## config.mk

```make
export PLATFORM = sky130hd
export DESIGN_NAME = adj_nn_ctrl
export DESIGN_NICKNAME = d
export VERILOG_FILES = /design/src/hdl/adj_nn_pkg.sv /design/src/hdl/adj_nn_ctrl.sv
export SDC_FILE = /design/constraint.sdc
export NUM_CORES = 1
export LEC_CHECK = 0
export ABC_AREA = 0
export BUFFER_PORTS_ARGS = -buffer_cell sky130_fd_sc_hd__clkbuf_2
export CORE_AREA = 2 2 39 41
export DETAILED_ROUTE_END_ITERATION = 16
export DIE_AREA = 0 0 41 43
export GPL_TIMING_DRIVEN = 0
export REMOVE_ABC_BUFFERS = 1
export SLEW_MARGIN = 25
export SYNTH_ARGS = -nofsm -noshare
export SYNTH_HDL_FRONTEND = slang
export SYNTH_SLANG_ARGS = --single-unit
```

## constraint.sdc

```tcl
create_clock -name clk -period 1 [get_ports clk]
set_input_delay 0.05 -clock clk [delete_from_list [all_inputs] [get_ports clk]]
set_output_delay 0.05 -clock clk [all_outputs]
set_load 0.02 [all_outputs]
```

## src/hdl/adj_nn_pkg.sv

```systemverilog
// Shared types and constants for the adjacency table nearest-neighbor block.
// Used by adj_nn_ctrl, adj_nn_dp and adjacency_table_nearest_neighbour_top.
// No dependencies.
package adj_nn_pkg;

  // Fixed port widths
  localparam int NODE_IN_W = 6;
  localparam int WEIGHT_W  = 16;

  // Default sizing
  localparam int DEF_NODE_COUNT  = 64;
  localparam int DEF_MAX_DEGREE  = 16;
  localparam int DEF_WEIGHT_BITS = 16;

  typedef enum logic {
    CMD_ADD   = 1'b0,
    CMD_QUERY = 1'b1
  } command_t;

  typedef enum logic [1:0] {
    STATUS_OK    = 2'd0,
    STATUS_FULL  = 2'd1,
    STATUS_EMPTY = 2'd2
  } status_t;

  typedef enum logic [3:0] {
    ST_CLEAR,
    ST_IDLE,
    ST_READ_DEG,
    ST_CHECK,
    ST_WRITE_SRC,
    ST_WRITE_DST,
    ST_SCAN,
    ST_DRAIN,
    ST_REPORT
  } state_t;

  // Commands from controller to datapath
  typedef struct packed {
    logic capture;
    logic clear_wr;
    logic deg_load;
    logic wr_src;
    logic wr_dst;
    logic scan_rd;
    logic set_full;
    logic set_empty;
  } dp_cmd_t;

  // Status from datapath to controller
  typedef struct packed {
    logic clear_last;
    logic is_query;
    logic directed;
    logic room;
    logic deg_zero;
    logic scan_last;
  } dp_stat_t;

endpackage

```

## src/hdl/adj_nn_ctrl.sv

```systemverilog
// Controller state machine for the adjacency table block.
// Depends on adj_nn_pkg; drives adj_nn_dp through dp_cmd_t.
module adj_nn_ctrl import adj_nn_pkg::*; (
  input  logic     clk,
  input  logic     rst,
  input  logic     start,
  input  dp_stat_t stat,
  output dp_cmd_t  cmd,
  output logic     busy,
  output logic     done
);

  state_t state;
  state_t state_next;

  always_ff @(posedge clk) begin
    if (rst) begin
      state <= ST_CLEAR;
    end else begin
      state <= state_next;
    end
  end

  // Next state
  always_comb begin
    state_next = state;
    case (state)
      ST_CLEAR: begin
        if (stat.clear_last) state_next = ST_IDLE;
      end
      ST_IDLE: begin
        if (start) state_next = ST_READ_DEG;
      end
      ST_READ_DEG: state_next = ST_CHECK;
      ST_CHECK: begin
        if (stat.is_query) begin
          state_next = stat.deg_zero ? ST_REPORT : ST_SCAN;
        end else begin
          state_next = stat.room ? ST_WRITE_SRC : ST_REPORT;
        end
      end
      ST_WRITE_SRC: state_next = stat.directed ? ST_REPORT : ST_WRITE_DST;
      ST_WRITE_DST: state_next = ST_REPORT;
      ST_SCAN: begin
        if (stat.scan_last) state_next = ST_DRAIN;
      end
      ST_DRAIN:  state_next = ST_REPORT;
      ST_REPORT: state_next = ST_IDLE;
      default:   state_next = ST_IDLE;
    endcase
  end

  // Outputs
  always_comb begin
    cmd  = '0;
    busy = 1'b1;
    done = 1'b0;
    case (state)
      ST_CLEAR: cmd.clear_wr = 1'b1;
      ST_IDLE: begin
        busy        = 1'b0;
        cmd.capture = start;
      end
      ST_READ_DEG: cmd.deg_load = 1'b1;
      ST_CHECK: begin
        cmd.set_empty = stat.is_query && stat.deg_zero;
        cmd.set_full  = !stat.is_query && !stat.room;
      end
      ST_WRITE_SRC: cmd.wr_src  = 1'b1;
      ST_WRITE_DST: cmd.wr_dst  = 1'b1;
      ST_SCAN:      cmd.scan_rd = 1'b1;
      ST_DRAIN:     cmd         = '0;
      ST_REPORT:    done        = 1'b1;
      default:      cmd         = '0;
    endcase
  end

endmodule

```

==> out/metrics.csv <==
stage;metric;value;unit
timing;final_hold_viol_count;0;
critical_path;ff2ff_path_depth;4;
status;failed_checks;negative setup slack;
placed_design;globalplace.congestion;0.711;
critical_path;crit_start;state[3];
timing;achievable-frequency;0.805;GHz
floorplan;io-pin-count;19;
status;outcome;finished, violations left;
critical_path;crit-reg2reg-launch;state[0];
global_route;global_route.usage.total;12.6;%
placed_design;placed_cells;73;
cts;tritoncts;done;
global_route;wire_length_of_the_first_global_routing_pass;1.48;mm
min_path;timing.hold.worst_path_depth;2;
global_route;first_global_vias;382;
cts;clk_transition_reported_paths;0.03;ns
global_route;overflow;0;
synthesis;yosysSeqAreaShare;24.2;%
critical_path;critical_path.endpoint_type;primary output;
timing;timing.max_slew.rel_slack;83.3;%
timing;final-max-slew-violation-count;0;
global_route;grt_start_max_net_pins;12;
placed_design;place_area;413;µm²
min_path;worst_hold_path.endpoint;state[2];
finish;layout.nets;80;
placed_design;io_buffers;18;
detailed_routing;vias_per_cell;4.92;
synthesis;synthesis_stage_register_bit_count;4;
detailed_routing;post-route-drc-count;0;
power;power.density_cell_area;887;nW/µm²
timing;clock-skew-final;0.00727;ns
finish;syn2layout_area_growth;122;%
detailed_routing;drt_pre_antenna_iters;2;
placed_design;place_worst_setup_slack;-0.251;ns
synthesis;yosys_warnings;0;
floorplan;die-width;41;µm
synthesis;syn_inst;43;
job;timing.max_cap.violations;0;
power;maximum_resistive_drop_on_vdd;0.000596;V
critical_path;cp_data_required_time;0.95;ns
min_path;hp-class;input pin to flip-flop;
detailed_routing;vias;418;
finish;antenna_cells;0;
critical_path;critical_path.reg2reg.endpoint;state[2];
timing;timing.final.ws_setup;-0.242;ns
timing;worst_slew_pin_slew;0.248;ns
timing;grt_setup_unrepaired;yes;
cts;cts.root.buffer_cell;sky130_fd_sc_hd__clkbuf_4;
timing;report.final.setup_viol;14;
synthesis;synth_cell_type_count;24;
floorplan;rows;14;
finish;reg_top3;state: 4 flops;
detailed_routing;route.antenna.remaining_nets;0;
cts;clock_sinks;4;
finish;largest_register;state;
finish;final_instance_area;737;µm²
finish;commonest_cells_after_routing_fill_and_taps_aside;sky130_fd_sc_hd__buf_4, sky130_fd_sc_hd__clkbuf_2, sky130_fd_sc_hd__buf_6;
timing;layout_worst_path_cycle_share;124;%
synthesis;synthesis.area_per_instance;7.71;µm²
finish;final_util;53.3;%
finish;mostFrequentLayoutCell;sky130_fd_sc_hd__buf_4;
critical_path;path_class;flip-flop to primary output;
finish;fillerInstances;124;
cts;clk_path_buf_depth;2;
cts;cts_max_level;1;
finish;largest_register_ff_count;4;
synthesis;post_synth_instance_area;332;µm²
global_route;grt_antenna_before_repair;0;
timing;fin_crit;1.24;ns
power;cellLeakagePower;0.000310;µW
placed_design;hpwl;584;µm
critical_path;internal_reg_to_reg_setup_slack;-0.17;ns
cts;post_cts_hold_fix_bufs;0;
critical_path;critPathArrivalTime;1.19;ns
critical_path;kind_of_launch_point_of_the_worst_setup_path;flip-flop;
detailed_routing;drt_iter0_markers;4;
floorplan;fp.dieH;43;µm
critical_path;critical_path_peak_fanout;3;
floorplan;core_area;1380;µm²
finish;drive_above_1_share;76.8;%
cts;clkLatencyLatePin;0.23;ns
detailed_routing;detail_route.wl_per_cell;12.5;µm
floorplan;fp.dieArea;1760;µm²
min_path;hold_path_startpoint;rst;
detailed_routing;totalWireLength;1.06;mm
floorplan;initial_utilization;24.0;%
finish;fin_cells;85;
cts;tritoncts_buffer_count;3;
-- cell usage after synthesis --
library cell | instances | area [µm²]
sky130_fd_sc_hd__nor3_1 | 5 | 25.0
sky130_fd_sc_hd__dfxtp_1 | 4 | 80.1
sky130_fd_sc_hd__nand2b_1 | 4 | 25.0
sky130_fd_sc_hd__a21oi_1 | 3 | 15.0
sky130_fd_sc_hd__nor2_1 | 3 | 11.3
sky130_fd_sc_hd__nor2b_1 | 3 | 18.8
sky130_fd_sc_hd__and3_1 | 2 | 12.5
sky130_fd_sc_hd__buf_2 | 2 | 10.0
sky130_fd_sc_hd__inv_1 | 2 | 7.51
sky130_fd_sc_hd__a2111oi_2 | 1 | 15.0
sky130_fd_sc_hd__a21bo_1 | 1 | 10.0
sky130_fd_sc_hd__a21o_1 | 1 | 7.51
sky130_fd_sc_hd__and4bb_1 | 1 | 12.5
sky130_fd_sc_hd__buf_4 | 1 | 7.51
sky130_fd_sc_hd__buf_6 | 1 | 11.3
sky130_fd_sc_hd__nand3_1 | 1 | 5.00
sky130_fd_sc_hd__nand3b_1 | 1 | 7.51
sky130_fd_sc_hd__nor3b_1 | 1 | 7.51
sky130_fd_sc_hd__nor4_1 | 1 | 6.26
sky130_fd_sc_hd__nor4b_1 | 1 | 8.76
sky130_fd_sc_hd__o21a_1 | 1 | 7.51
sky130_fd_sc_hd__o21ai_0 | 1 | 5.00
sky130_fd_sc_hd__o31a_1 | 1 | 8.76
sky130_fd_sc_hd__or3_1 | 1 | 6.26
-- worst max-delay path, cell delays in order (launching register included) --
cell	delay, ns
sky130_fd_sc_hd__dfxtp_4	0.34
sky130_fd_sc_hd__and4bb_2	0.31
sky130_fd_sc_hd__nor3b_2	0.16
sky130_fd_sc_hd__buf_4	0.16
-- power breakdown --
group	switching (µW)	internal [µW]
registers	12.4	166
logic	133	144
clock network	64.5	134
-- through the flow --
| stage | hold WS [ns] | power [µW] | TNS, ns |
|---|---|---|---|
| CTS | 0.0277 | 611 | -2.37 |
| detailed placement | 0.285 | 325 | -1.15 |
| global placement | 0.293 | 321 | -1.02 |
| global route | 0.0566 | 697 | -2.91 |
| floorplan | 0.119 | 273 | -1.28 |
| finish | 0.0666 | 654 | -2.19 |
-- worst max-delay path by stage --
| stage | to | slack, ns | depth (start not counted) |
|---|---|---|---|
| 6_report | cmd[1] | -0.24 | 3 |
| 3_5_place_dp | cmd[1] | -0.25 | 3 |
| 3_3_place_gp | state[2] | -0.23 | 3 |
| 5_1_grt | cmd[1] | -0.32 | 3 |
| 4_1_cts | cmd[1] | -0.30 | 3 |
| 2_1_floorplan | cmd[1] | -0.32 | 2 |
-- area by class of cell --
| type | count | area [µm²] | share of cell area (%) |
|---|---|---|---|
| timing repair buffer | 27 | 240 | 32.6 |
| sequential | 4 | 95.1 | 12.9 |
| clock buffer | 3 | 22.5 | 3.06 |
| tap | 16 | 20.0 | 2.72 |
| inverter | 2 | 7.51 | 1.02 |
| multi-input combinational | 33 | 352 | 47.7 |
-- routing by layer --
layer	vias up	track usage, %	share of wire, %
met5	-	0	0
met4	0	6.00	0
met3	0	4.71	5.9
met2	16	20.6	57
met1	196	13.2	37
li1	206	-	-
-- cells by family (layout without fill, tap and decap cells) --
kind of cell	count (synthesis)	after routing	synth area share, %
simple gates	24	24	44.2
compound gates	9	9	20.8
buf+inv	6	32	10.9
flops	4	4	24.2
-- timing repair --
| item | 4_1_cts | 5_1_grt |
|---|---|---|
| pin swaps | 7 | 7 |
| buffers inserted | 8 | 1 |
| gates resized for setup | 34 | 25 |
| endpoints found under the setup margin | 14 | 14 |
Power figures use the tool's default switching activity.
